[src/rtl/sfa_delay.sv]
// Fixed-depth register delay line used to align side data with the long arithmetic units.
// It has no dependencies.
module sfa_delay #(
    parameter int W     = 8,
    parameter int DEPTH = 4
) (
    input  logic         i_clk,
    input  logic         i_rst_n,
    input  logic [W-1:0] i_d,
    output logic [W-1:0] o_q
);

    logic [W-1:0] r_pipe [0:DEPTH-1];

    always_ff @(posedge i_clk) begin
        if (!i_rst_n) begin
            for (int i = 0; i < DEPTH; i++) begin
                r_pipe[i] <= '0;
            end
        end else begin
            r_pipe[0] <= i_d;
            for (int i = 1; i < DEPTH; i++) begin
                r_pipe[i] <= r_pipe[i-1];
            end
        end
    end

    assign o_q = r_pipe[DEPTH-1];

endmodule

[config.mk]
export PLATFORM = sky130hd
export DESIGN_NAME = sfa_delay
export DESIGN_NICKNAME = d
export VERILOG_FILES = /design/src/rtl/sfa_delay.sv
export SDC_FILE = /design/constraint.sdc
export NUM_CORES = 1
export LEC_CHECK = 0
export ABC_AREA = 0
export BUFFER_PORTS_ARGS = -buffer_cell sky130_fd_sc_hd__buf_4
export CAP_MARGIN = 20
export CORE_MARGIN = 4
export CORE_UTILIZATION = 54
export CTS_BUF_LIST = sky130_fd_sc_hd__clkbuf_8
export DETAILED_ROUTE_END_ITERATION = 10
export HOLD_SLACK_MARGIN = 0.05
export PLACE_DENSITY_LB_ADDON = 0.08
export SYNTH_ARGS = -nofsm -noshare
export SYNTH_HDL_FRONTEND = slang
export SYNTH_SLANG_ARGS = --single-unit
[constraint.sdc]
create_clock -name i_clk -period 0.8 [get_ports i_clk]
set_input_delay 0.16 -clock i_clk [delete_from_list [all_inputs] [get_ports i_clk]]
set_output_delay 0.16 -clock i_clk [all_outputs]
set_load 0.1 [all_outputs]
==> run summary <==
Critical Path Max Stage Delay = 0.35 ns
post-synthesis cell count = 67
Final Skew = 0.00335 ns
die width = 48.7 um
# diodes = 0
pre-CTS setup slack = 0.0684 ns
Die Ht = 48.7 um
Largest Register = r_pipe
initial DRC count = 2
largest net degree at the start of global routing = 33
Final nets = 98
Buf/Inv on CP = 1
Total GRT Usage = 0.105
Switch Pwr = 0.582 mW
Crit Path Category = flip-flop to output pin
DP Area = 1040 um2
Sequential Power Share = 0.539
final WL = 1060 um
status = finished, violations left
Final min period = 0.946 ns
Switching Share = 0.189
Gate power share = 0.055
Top Registers = r_pipe (32)
TritonCTS buffer count = 5
Via density = 4.55
# Max-Cap Violations = 0
worst-margin pin slew = 0.196 ns
io pins = 18
Worst-Skew Late Latency = 0.27 ns
WP data required = 0.64 ns
RePlAce Congestion = 0.600
post-synthesis compound-gate area fraction = 0
first-pass GRT wire length = 1860 um
Post-Synth XOR/XNOR Area = 0
Int Pwr = 2.50 mW
Post-CTS Setup Bufs = 0
Hold Crit Class = primary input to flip-flop
startpoint types = flip-flop
DR WL/cell = 10.2 um
Yosys top cell area share = 0.715
DRT antenna net count = 0
critical path, cell by cell = buf_12
fin area = 1230 um2
Simple-Gate Fraction of Synth Area = 0.268
Final Total Pwr = 3.09 mW
clk sink count = 32
Yosys warnings = 0
sequential area share after synthesis = 0.715
period utilization = 1.18
CP Max Fanout = 1
row count = 14
Die ar. = 2370 um2
Slew Viols, Final = 0
area of the core = 1540 um2
Seq cells post-synth = 32
Area contributors post-synth = dfxtp_1, and2_2, clkbuf_2
vias in the first global route = 476
via count = 473
endpoints failing setup = 8
Pre-antenna DRT Iters = 2
Synth cell types = 3
Post-Route Utilization = 0.801
post-synthesis cell area = 896 um2
root buffer cell = clkbuf_8
Top Family by Delay on Critical Path = flip-flops
Max-slew headroom = 0.870
crit path DAT = 0.79 ns
fin worst setup slack = -0.146 ns
largest family of logic cells by synthesized area = simple AND/OR/NAND/NOR gates
CP Capture Type = output pin
WHS = 0.107 ns
Hold Fails Final Rpt = 0
Leak = 0.541 nW
CTS Hold Bufs = 0
mux cell area share after synthesis = 0
sum of negative setup slack = -1.08 ns
initial antenna violation count = 0
RSZ-0062 raised after global routing = true
DR DRC count = 0
syn_nets = 77
post-synth top area cell = dfxtp_1
Clk pwr share = 0.406
failing checks = setup timing
CTS tree = yes
H-tree depth = 2
Clock transition at path regs = 0.06 ns
PortBufs = 17
area grow syn2layout = 37.8%
Clock Tree Buf Depth = 2
Worst path slowest cell = dfxtp_2
maximum vdd ir drop = 1.67 mV
total grt overflow = 0
power per cell area = 2500 nW/um2
Post-Place Cells = 97
mean post-synth cell area = 13.4 um2
share of post-route cells with drive strength above 1 = 0.727
Initial Util = 0.581
Max Freq = 1060 MHz
Adder-Cell Fraction of Synth Area = 0
max reg flops = 32
post-route insts no fill = 104
[power by group through the flow]
stage | logic, mW | clock network, mW | registers [mW]
after CTS | 0.170 | 1.28 | 1.66
after global routing | 0.183 | 1.37 | 1.67
after floorplan | 0.0582 | 0 | 1.74
after detailed placement | 0.153 | 0 | 1.69
after global placement | 0.150 | 0 | 1.69
final | 0.168 | 1.25 | 1.66
[cell usage after synthesis (all sizes together)]
master,count
clkbuf,3
and2,32
dfxtp,32
[repair_timing]
item | CTS | global route
setup endpoints to repair | 8 | 8
pin swaps | 0 | 0
resized for setup | 24 | 0
[cells in the final DEF (no fill, tap or decap)]
cell type  instances
clkbuf_8           7
dfxtp_2            8
dfxtp_1           24
and2_2            32
buf_12             8
buf_4              9
[metal layers]
metal | track usage | up-vias | share of wire
li1 | - | 242 | -
met1 | 0.0928 | 213 | 0.38
met2 | 0.185 | 18 | 0.54
met3 | 0.0491 | 0 | 0.086
met4 | 0.0673 | 0 | 0
met5 | 0 | - | 0
[cell type report]
cell class	instances	area (um2)
well taps	16	20.0
repair buffers	17	228
multi-input cells	32	240
fillers	94	307
clock buffers	7	96.3
flip-flops and latches	32	651
[cell families after synthesis]
logic type	Yosys count
buffers and inverters	3
flip-flops	32
AND/OR/NAND/NOR	32
[worst paths after layout]
kind / cells past startpoint / from / slack, ns / endpoint
setup / recovery: 1 / r_pipe[3][4] / -0.15 / o_q[4]
hold / removal: 2 / i_d[6] / 0.11 / r_pipe[0][6]
setup reg to reg: 1 / r_pipe[1][7] / 0.21 / r_pipe[2][7]
hold reg to reg: 1 / r_pipe[1][3] / 0.44 / r_pipe[2][3]
Note: power is estimated with default switching activity, not from simulation.
