===== config.mk =====
export PLATFORM = sky130hd
export DESIGN_NAME = sfa_div
export DESIGN_NICKNAME = d
export VERILOG_FILES = /design/src/rtl/sfa_div.sv
export SDC_FILE = /design/constraint.sdc
export NUM_CORES = 2
export LEC_CHECK = 0
export BUFFER_PORTS_ARGS = -buffer_cell sky130_fd_sc_hd__buf_2
export CAP_MARGIN = 10
export CORE_ASPECT_RATIO = 0.6
export CORE_MARGIN = 5
export CORE_UTILIZATION = 60
export DETAILED_ROUTE_END_ITERATION = 8
export PLACE_DENSITY = 0.73
export SYNTH_ARGS = -nofsm -noshare
export SYNTH_HDL_FRONTEND = slang
export SYNTH_SLANG_ARGS = --single-unit

===== constraint.sdc =====
create_clock -name i_clk -period 10.5 [get_ports i_clk]
set_clock_uncertainty 0.2 [all_clocks]
set_input_delay 1.05 -clock i_clk [delete_from_list [all_inputs] [get_ports i_clk]]
set_output_delay 1.05 -clock i_clk [all_outputs]
set_load 0.01 [all_outputs]

===== src/rtl/sfa_div.sv =====
// Pipelined restoring divider with a saturating quotient of Q_W bits.
// It has no dependencies.
module sfa_div #(
    parameter int NUM_W = 42,
    parameter int DEN_W = 24,
    parameter int Q_W   = 22
) (
    input  logic             i_clk,
    input  logic [NUM_W-1:0] i_num,
    input  logic [DEN_W-1:0] i_den,
    output logic [Q_W-1:0]   o_quo
);

    localparam int HI_W = NUM_W - Q_W;
    localparam int CW   = (HI_W > DEN_W) ? HI_W : DEN_W;

    logic [DEN_W-1:0] r_rem [0:Q_W];
    logic [Q_W-1:0]   r_lo  [0:Q_W];
    logic [Q_W-1:0]   r_q   [0:Q_W];
    logic [DEN_W-1:0] r_den [0:Q_W];
    logic             r_sat [0:Q_W];

    // The quotient fits in Q_W bits only when the upper numerator part is below the divisor.
    always_ff @(posedge i_clk) begin
        r_sat[0] <= CW'(i_num[NUM_W-1:Q_W]) >= CW'(i_den);
        r_rem[0] <= DEN_W'(i_num[NUM_W-1:Q_W]);
        r_lo[0]  <= i_num[Q_W-1:0];
        r_q[0]   <= '0;
        r_den[0] <= i_den;
    end

    for (genvar g = 1; g <= Q_W; g++) begin : g_stage
        logic [DEN_W:0] w_cur;
        logic [DEN_W:0] w_dd;

        assign w_cur = {r_rem[g-1], r_lo[g-1][Q_W-1]};
        assign w_dd  = {1'b0, r_den[g-1]};

        always_ff @(posedge i_clk) begin
            r_lo[g]  <= r_lo[g-1] << 1;
            r_den[g] <= r_den[g-1];
            r_sat[g] <= r_sat[g-1];
            if (w_cur >= w_dd) begin
                r_rem[g] <= DEN_W'(w_cur - w_dd);
                r_q[g]   <= {r_q[g-1][Q_W-2:0], 1'b1};
            end else begin
                r_rem[g] <= DEN_W'(w_cur);
                r_q[g]   <= {r_q[g-1][Q_W-2:0], 1'b0};
            end
        end
    end

    assign o_quo = r_sat[Q_W] ? '1 : r_q[Q_W];

endmodule


==> out/qor.yml <==
run_status:
  status: "finished, final reports clean"
yosys:
  synth-seq-cells: 1581
  synth_cells: 6375
  syn-num-nets: 7008
  syn_area_per_cell_um2: 10.1
  synthFlopType: "dfxtp_1"
  synth_enable_flop_cells: 0
  async_flop_share_pct: 0
  synth_top_family_by_area: "compound AO/OA/AOI/OAI gates"
  yosys_warnings: 0
  ys_types: 83
  syn-cell-area_mm2: 0.0645
  synthAdderAreaFrac_pct: 11.2
  synth_mux_area_share_pct: 5.67
  synth-simple-area-share_pct: 9.37
  synth_compound_area_share_pct: 14.8
  yosysSeqAreaShare_pct: 49.1
  synthXorXnorAreaFrac_pct: 5.13
sta:
  tns_ns: 0
  relSlewSlack_pct: 20.1
  max_freq_ghz: 0.212
  rsz0062_at_grt: "false"
  hold_viol_final: 0
  min_period_ns: 4.71
  setup_viol: 0
  period_share_pct: 44.9
  finalMaxSlewViolations: 0
  worst_pin_slew_ns: 1.19
  setup_slack_ns: 5.79
cts:
  post-cts-setup-buffers: 0
  cts_buffers: 139
  ctsResizeCount: 0
  clockBufferDepth: 3
  cts_sinks: 1581
  cts_tree: "built"
  htreeDepth: 4
  clock_latency_ns: 0.76
  cts-root-buf: "clkbuf_16"
  clkSlewWorstSetupHoldPaths_ns: 0.07
  hold_buffers: 0
critical_path:
  worstPathCellList: "inv_1 -> ha_1 -> nor2b_1 -> o31ai_1 -> a21boi_0 -> o21ai_0 -> and3_1 -> o31ai_1 -> a21oi_1 -> o31a_1 -> buf_4 -> mux2i_1"
  end_kind: "register"
  crit_buf_inv: 2
  crit_fanout: 14
  timing.critical_path.mode_cell: "o31ai_1"
  slowest_delay_ns: 0.65
  critical_path_arrival_ns: 5.10
  crit_slowest_cell: "mux2i_1"
  crit_family: "compound AO/OA/AOI/OAI gates"
  crit_type: "reg2reg"
  worstPathRequired_ns: 10.89
  setup.worst_path.start_class: "register"
floorplanning:
  core-area_mm2: 0.107
  dieArea_mm2: 0.114
  die_height_um: 264
  fp-row-count: 93
  start_util_pct: 60.2
  io_pins: 89
  die_w_um: 433
place:
  place_congestion: 0.945
  hpwlAfterDp_um: 118000
  preCtsSetupSlack_ns: 5.97
  port_buffers: 88
global_route:
  grt_pass1_vias: 41500
  grt_max_degree: 49
  grt_remaining_overflow: 0
  grt_pass1_wl_um: 237000
  grt_usage_pct: 26.3
  antenna_found_initial: 9
drt:
  drc: 0
  top_layer_used: "met5"
  drt_iter0_drc: 5077
  num_vias: 45200
  wirelength_um: 153000
  dr_wl_met2_um: 52000
  wl_met1_um: 80900
  ant_nets: 0
  avgRoutedWirePerCell_um: 19.0
  dr.pass1.iters: 6
  dr_wl_met3_um: 17700
  vias_per_cell: 5.61
power_and_ir_drop:
  power.share.clock_pct: 21.3
  switching_share_pct: 37.1
  leakage_nw: 33.1
  power_density_mw_per_mm2: 348
  power_mw: 24.8
  switchingPower_mw: 9.19
  p_seq_share_pct: 35.2
  ir_drop_uv: 166
  pwr-share-comb_pct: 43.5
  internal-power_mw: 15.6
finish:
  fin_nets: 7149
  postLayoutCoreUtil_pct: 66.5
  syn_to_final_growth_pct: 10.4
  drive_gt1_share_pct: 10.5
min_path:
  hold_class: "reg2reg"
job:
  drv_cap: 0
-- registers in the layout, indices dropped and copies added (netlist names) --
| register | flops |
|---|---|
| r_sat | 23 |
| r_q | 253 |
| r_rem | 524 |
| r_lo | 253 |
| r_den | 528 |
-- through the flow --
step | hold slack [ns] | std cells | cell area [µm²]
finish | 0.113 | 8055 | 71200
global route | 0.122 | 8050 | 71200
CTS | 0.121 | 8050 | 71200
detailed placement | 0.112 | 7800 | 66500
global placement | 0.110 | 7800 | 66500
floorplan | 0.110 | 6375 | 64500
-- layout by cell type (no fill, tap or decap), drive strengths merged, types with 52 or more instances in the layout --
cell type,instances
a211oi,53
a21o,226
a21oi,382
a31oi,56
buf,106
clkbuf,175
dfxtp,1581
ha,545
inv,700
mux2,290
nand2,346
nand2b,52
nand3,91
nand4,86
nor2,330
nor2b,73
nor3,81
o21a,96
o21ai,336
xnor2,240
xor2,138
-- path summary, 6_finish.rpt --
check / from / to / slack [ns] / depth (start not counted)
hold / removal: r_lo[0][76] / r_lo[0][99] / 0.11 / 0
setup / recovery: r_den[11][1] / r_rem[1][97] / 5.79 / 12
hold reg to reg: r_lo[0][76] / r_lo[0][99] / 0.11 / 0
setup reg to reg: r_den[11][1] / r_rem[1][97] / 5.79 / 12
-- worst register-to-register path, cell delays in order, from the launching register on --
cell and delay [ns]:
dfxtp_1 0.58, inv_1 0.09, ha_1 0.29, nor2b_1 0.14, o31ai_1 0.49, a21boi_0 0.23, o21ai_0 0.34, and3_1 0.24
o31ai_1 0.11, a21oi_1 0.27, o31a_1 0.55, buf_4 0.37, mux2i_1 0.66
-- cell families (layout without fill, tap and decap cells) --
family	Yosys count	count (layout)
AO/OA/AOI/OAI	1478	1478
XOR/XNOR	378	378
adder cells (fa/ha/maj)	566	566
buffers and inverters	793	1043
flip-flops	1581	1581
multiplexers	323	323
other	0	5
AND/OR/NAND/NOR	1256	1256
-- cell usage after synthesis (all sizes together) (22+ instances only) --
cell type / n / area (µm²)
dfxtp: 1581 / 31700
inv: 687 / 2580
ha: 545 / 6820
a21oi: 382 / 1910
nand2: 346 / 1300
o21ai: 336 / 1690
nor2: 330 / 1240
mux2: 290 / 3330
xnor2: 240 / 2100
a21o: 226 / 1700
xor2: 138 / 1210
o21a: 96 / 721
nand3: 91 / 455
nand4: 86 / 538
nor3: 81 / 405
clkbuf: 80 / 300
nor2b: 73 / 457
a31oi: 56 / 350
a211oi: 53 / 398
nand2b: 52 / 325
o21bai: 47 / 353
and3: 44 / 275
o31ai: 42 / 320
or2: 40 / 250
or3: 36 / 225
mux2i: 33 / 330
o31a: 29 / 254
buf: 26 / 150
o211ai: 24 / 180
a21boi: 22 / 165
-- final cells by class --
cell class                      instances  area [µm²]
Tap cell                             1425        1780
Inverter                              687        2580
Fill cell                            8380       35800
Timing Repair Buffer                  106         576
Antenna cell                            5        12.5
Clock buffer                          175        3840
Multi-Input combinational cell       4001       29900
Clock inverter                         75         895
Sequential cell                      1581       31700
-- per-layer routing --
layer / vias up / global-route usage, %
met5: - / 0
met4: 2 / 5.51
met3: 176 / 9.11
met2: 1699 / 31.0
met1: 20900 / 44.0
li1: 22400 / -
-- power by group through the flow --
stage                     clock network [mW]  registers [mW]  logic, mW
after floorplan                            0            8.21       8.41
after global placement                     0            8.77       10.2
after detailed placement                   0            8.76       10.5
after CTS                               5.37            8.66       10.6
after global routing                    5.64            8.83       11.9
final                                   5.26            8.72       10.8
Note: power is estimated with default switching activity, not from simulation.
