File: config.mk
export PLATFORM = sky130hd
export DESIGN_NAME = sfa_isqrt
export DESIGN_NICKNAME = d
export VERILOG_FILES = /design/src/rtl/sfa_isqrt.sv
export SDC_FILE = /design/constraint.sdc
export NUM_CORES = 2
export LEC_CHECK = 0
export ABC_AREA = 1
export BUFFER_PORTS_ARGS = -buffer_cell sky130_fd_sc_hd__buf_2
export CELL_PAD_IN_SITES_DETAIL_PLACEMENT = 1
export CELL_PAD_IN_SITES_GLOBAL_PLACEMENT = 2
export CORE_ASPECT_RATIO = 1.5
export CORE_MARGIN = 1.5
export CORE_UTILIZATION = 33
export DETAILED_ROUTE_END_ITERATION = 8
export HOLD_SLACK_MARGIN = 0.03
export PLACE_DENSITY_LB_ADDON = 0.1
export SETUP_SLACK_MARGIN = 0.1
export SYNTH_ARGS = -nofsm -noshare
export SYNTH_HDL_FRONTEND = slang
export SYNTH_SLANG_ARGS = --single-unit
File: constraint.sdc
create_clock -name i_clk -period 1.7 [get_ports i_clk]
set_input_delay 0.34 -clock i_clk [delete_from_list [all_inputs] [get_ports i_clk]]
set_output_delay 0.34 -clock i_clk [all_outputs]
set_load 0.03 [all_outputs]
File: src/rtl/sfa_isqrt.sv
// Pipelined integer square root, one result bit per register stage.
// It has no dependencies.
module sfa_isqrt #(
    parameter int IN_W = 60
) (
    input  logic              i_clk,
    input  logic [IN_W-1:0]   i_x,
    output logic [IN_W/2-1:0] o_root
);

    localparam int OUT_W = IN_W / 2;
    localparam int RW    = OUT_W + 2;

    logic [IN_W-1:0]  r_x    [1:OUT_W];
    logic [RW-1:0]    r_rem  [1:OUT_W];
    logic [OUT_W-1:0] r_root [1:OUT_W];

    for (genvar g = 1; g <= OUT_W; g++) begin : g_stage
        logic [IN_W-1:0]  w_x;
        logic [RW-1:0]    w_rem;
        logic [OUT_W-1:0] w_root;
        logic [RW-1:0]    w_cur;
        logic [RW-1:0]    w_trial;

        if (g == 1) begin : g_first
            assign w_x    = i_x;
            assign w_rem  = '0;
            assign w_root = '0;
        end else begin : g_next
            assign w_x    = r_x[g-1];
            assign w_rem  = r_rem[g-1];
            assign w_root = r_root[g-1];
        end

        // Bring down the next two bits and try the next root bit.
        assign w_cur   = {w_rem[RW-3:0], w_x[IN_W-1 -: 2]};
        assign w_trial = {w_root, 2'b01};

        always_ff @(posedge i_clk) begin
            r_x[g] <= w_x << 2;
            if (w_cur >= w_trial) begin
                r_rem[g]  <= w_cur - w_trial;
                r_root[g] <= {w_root[OUT_W-2:0], 1'b1};
            end else begin
                r_rem[g]  <= w_cur;
                r_root[g] <= {w_root[OUT_W-2:0], 1'b0};
            end
        end
    end

    assign o_root = r_root[OUT_W];

endmodule

==> impl.org <==
** Run status
- The flow ran to the end, but the final reports show violations.
- The checks that failed: negative setup slack.

** Route
- For this run, design rule violations remaining after detail routing come to 0.
- Number of vias per cell after detailed routing :: 4.64
- Wire length after detailed routing :: 413000 um
- Number of antenna-violating nets in the routed design :: 0
- The pre-antenna-repair detailed-routing pass consisted of 5 iterations.
- Routed via count :: 97400
- Detailed-route wire length per cell :: 19.7 um
- For this block, the initial DRC count from the detailed router was 2948.

** Synth
- Gate count after technology mapping :: 13300
- After synthesis, the share of flip-flops with an asynchronous set or reset is 0%.
- The biggest area contributor in the post-synthesis netlist is dfxtp_1.
- Counting flops with a built-in enable in the synthesized netlist gives 0.
- During synthesis, Yosys emitted a total of 0 warnings.
- The cell area that synthesis handed to floorplanning was 0.0954 sq mm.
- In the post-synthesis netlist, the biggest area contributors are dfxtp_1 (45%), nand2_1 (18%), inv_1 (9.1%).
- Unique masters post-synth :: 51
- In the synthesized netlist the dominant register cell turns out to be dfxtp_1.
- For this run, the register share of the synthesized area comes to 45.4%.
- Number of storage elements in the synthesis netlist :: 2163
- Post-synthesis net count :: 13800
- The top cell type by area accounts for 45.4% of the synthesized area.
- In this run the mean area of a mapped cell was 7.18 sq um.

** Clock network
- Worst-case clock buffer depth :: 4
- Clock-pin slew reported for the worst setup and hold paths after clock tree synthesis :: 70 ps
- CTS built an H-tree with a depth of 4.
- TritonCTS built the clock tree.
- Root Buffer Master :: clkbuf_16
- The clock reaches the later pin of the worst-skew pair after 940 ps.
- Clock tree sinks :: 2163
- Clock tree synthesis inserted a total of 220 buffers.

** Finish
- Fill cells in the final layout number 34600.
- In the final layout, flip-flops and latches occupy 0.0442 sq mm.
- The multi-input combinational cells in the finished layout cover a total of 0.0560 sq mm.
- Area added between synthesis and finish :: 58.3%
- Final instance area :: 0.151 sq mm
- The net count of the finished layout is 17600.
- The post-route netlist has 40.5% of its cells at a drive strength greater than 1.

** Placed design
- Once placement finished, the instance area stood at 0.126 sq mm.
- Buffers placed on the I/O ports in this run total 90.
- HPWL after detailed placement :: 322000 um
- Last weighted congestion value of the routability-driven placer :: 0.948

** Critical path
- Crit path DAT :: 3000 ps
- In this run the worst path has a maximum fanout of 11.
- Data on the critical path is required at its endpoint by 2570 ps.
- For this design, the slowest cell found on the critical path is dfxtp_4.
- Setup crit end kind :: register
- STA classifies the critical path startpoint as a register.
- Class of the most critical setup path :: register to register
- For this run, the slowest stage of the critical path takes 360 ps.
- The signal on the critical path passes through inv_2 > ha_4 > nand2_4 > nand2_4 > o21ai_4 > nand2_4 > nand2_4 > nand3_4 > buf_6 > a21oi_4 > buf_12 > nand2_1 > nand2_2.
- The cell that appears most often on the critical path is nand2_4.
- Setup slack on the worst reg-to-reg path comes out at -430 ps.

** Timing
- Derived from the worst setup path, the maximum achievable clock frequency is 470 MHz.
- Final Hold Fails :: 0
- Max-slew violations :: 0
- Across the routed clock network, the largest skew measured is 70.0 ps.
- The worst path uses 125% of the clock period.
- After layout, the minimum clock period comes to 2130 ps.
- Final Worst Setup Slack :: -427 ps
- RSZ-0062 raised after global routing :: true
- Setup violations remaining at the end of the flow were counted as 855.
- Worst Hold Margin :: 98.8 ps

** Power
- VDD IR-drop max :: 1180 uV
- The completed layout was analyzed and its total power is 200 mW.
- In this run the static leakage power is 77.5 nW.
- In this run the power density over the cells is 1330 mW/mm^2.

** Global route
- The number of global-route vias before repair was 108000.
- The first global-routing pass estimated 604000 um of wire.
- Overflow left after global routing :: 0
- The number of antenna violations at the first check in global routing is 16.
- Largest net degree at the start of global routing :: 27
- Overall global routing resource usage :: 26.7%

** Run
- Max-cap violations in this run came to 0.

** Floorplan
- Width of the die :: 442 um
- Floorplan die area :: 0.292 sq mm
- Row generation in the floorplan step produced 241 rows.
- The initial utilization of the core area, before any placement, comes to 33.2%.
- Placeable Area :: 0.287 sq mm
- Y dimension of the die :: 662 um
- Number of primary I/O pins :: 91

** Hold path
- The tightest min-delay check is of the primary input to register type.
==> cell usage after synthesis (4+ instances only) <==
master       n
nand2b_1     4
buf_4       31
nor4_1      15
nand2_2     11
xor2_1     256
nor3b_1     10
ha_1       497
xnor2_1     92
nand3_1    774
a21oi_1    516
buf_6       16
nor2_2      23
o21ai_1     33
o21bai_1    38
and2_0       4
and3_1      21
or2_2       28
nand2_1   4482
o21ai_0    295
nand4_1    178
o211ai_1     7
nand3_2     11
nor3_1     144
o21a_1       4
buf_2       61
inv_1     2310
inv_2       28
nand3b_1    95
and2_1      24
a21o_1       4
nor2_1    1043
nor3_2       7
dfxtp_1   2163
a21oi_2     30
==> where the power goes <==
| group | switching (mW) | internal (mW) |
|---|---|---|
| Combinational | 41.7 | 37.9 |
| Clock | 22.0 | 29.0 |
| Sequential | 9.64 | 60.2 |
==> metrics by stage <==
stage               TNS (ps)  utilization [%]  worst slack, ps  instances
finish               -203520             52.5             -427      21000
global route         -285770             52.5             -522      21000
CTS                  -251010             49.3             -406      20700
detailed placement   -381610             44.0             -914      20000
global placement     -357980             44.0             -945      20000
floorplan              -6550                -            -32.7      13300
==> path summary, 6_finish.rpt <==
path | depth (start not counted) | start | endpoint
worst max-delay path | 13 | r_root[1][211] | r_rem[1][262]
worst min-delay path | 2 | i_x[5] | r_x[0][63]
worst max register to register | 13 | r_root[1][211] | r_rem[1][262]
worst min register to register | 0 | r_x[0][214] | r_x[0][274]
==> per-layer routing <==
| layer | vias up | global-route usage (%) | part of all wire [%] |
|---|---|---|---|
| met5 | - | 0 | 0.018 |
| met4 | 10 | 18.3 | 8.3 |
| met3 | 1105 | 2.47 | 2.1 |
| met2 | 1455 | 55.3 | 56 |
| met1 | 46500 | 23.8 | 33 |
| li1 | 48300 | - | - |
==> kinds of logic (layout without fill, tap and decap cells) <==
logic type,Yosys count,in the layout,synth area share (%)
other cells,1,4,0.00393
buf+inv,2450,6375,9.97
flops,2163,2163,45.4
xor+xnor,348,348,3.19
simple gates,6887,6890,29.7
fa+ha+maj,497,497,6.52
compound gates,937,937,5.20
==> registers in the layout, indices dropped and copies added, names as in the netlist <==
name    flops
r_root    465
r_x       870
r_rem     828
==> area by class of cell <==
type,count,share of cell area (%)
diodes,3,0.00497
clock buffers,269,3.95
clock inverters,130,1.05
inverters,2339,5.96
multi-input cells,8673,37.1
flip-flops and latches,2163,29.3
well taps,3766,3.12
repair buffers,3627,19.5
repair inverters,10,0.0696
==> worst max-delay path: cells and delay by family, from the launching register on <==
kind                       cells  cell delay [ps]
AOI/OAI and AO/OA              2              470
adders and majority gates      1              230
buffers and inverters          3              390
DFF                            1              360
and+or+nand+nor                7              610
==> cells in the final DEF (no fill, tap or decap), types with 30 or more instances in the layout <==
cell,count
nand2_1,3602
buf_4,3209
inv_1,2043
dfxtp_1,1626
nor2_1,757
nand3_1,627
nand2_2,623
dfxtp_2,458
ha_4,385
a21oi_1,288
nand2_4,266
inv_2,254
xor2_1,246
clkbuf_16,245
nor2_2,183
o21ai_0,182
nand4_1,178
a21oi_2,165
nor2_4,130
nand3_2,119
ha_1,102
dlygate4sd3_1,100
nor3_1,97
nand3b_1,95
a21oi_4,93
buf_2,92
buf_6,90
xnor2_1,86
buf_12,84
dfxtp_4,79
o21ai_1,75
o21ai_2,62
inv_6,42
nand3_4,41
nor3_2,32
o21bai_1,30
==> repair_timing <==
| action | 4_1_cts | 5_1_grt |
|---|---|---|
| pin swaps | 282 | 576 |
| resized for setup | 1425 | 2003 |
| hold buffers | 100 | 0 |
| buffers inserted | 176 | 237 |
| cloned | 23 | 32 |
| endpoints found under the hold margin | 61 | 0 |
| endpoints found under the setup margin | 884 | 884 |
Note: power is estimated with default switching activity, not from simulation.
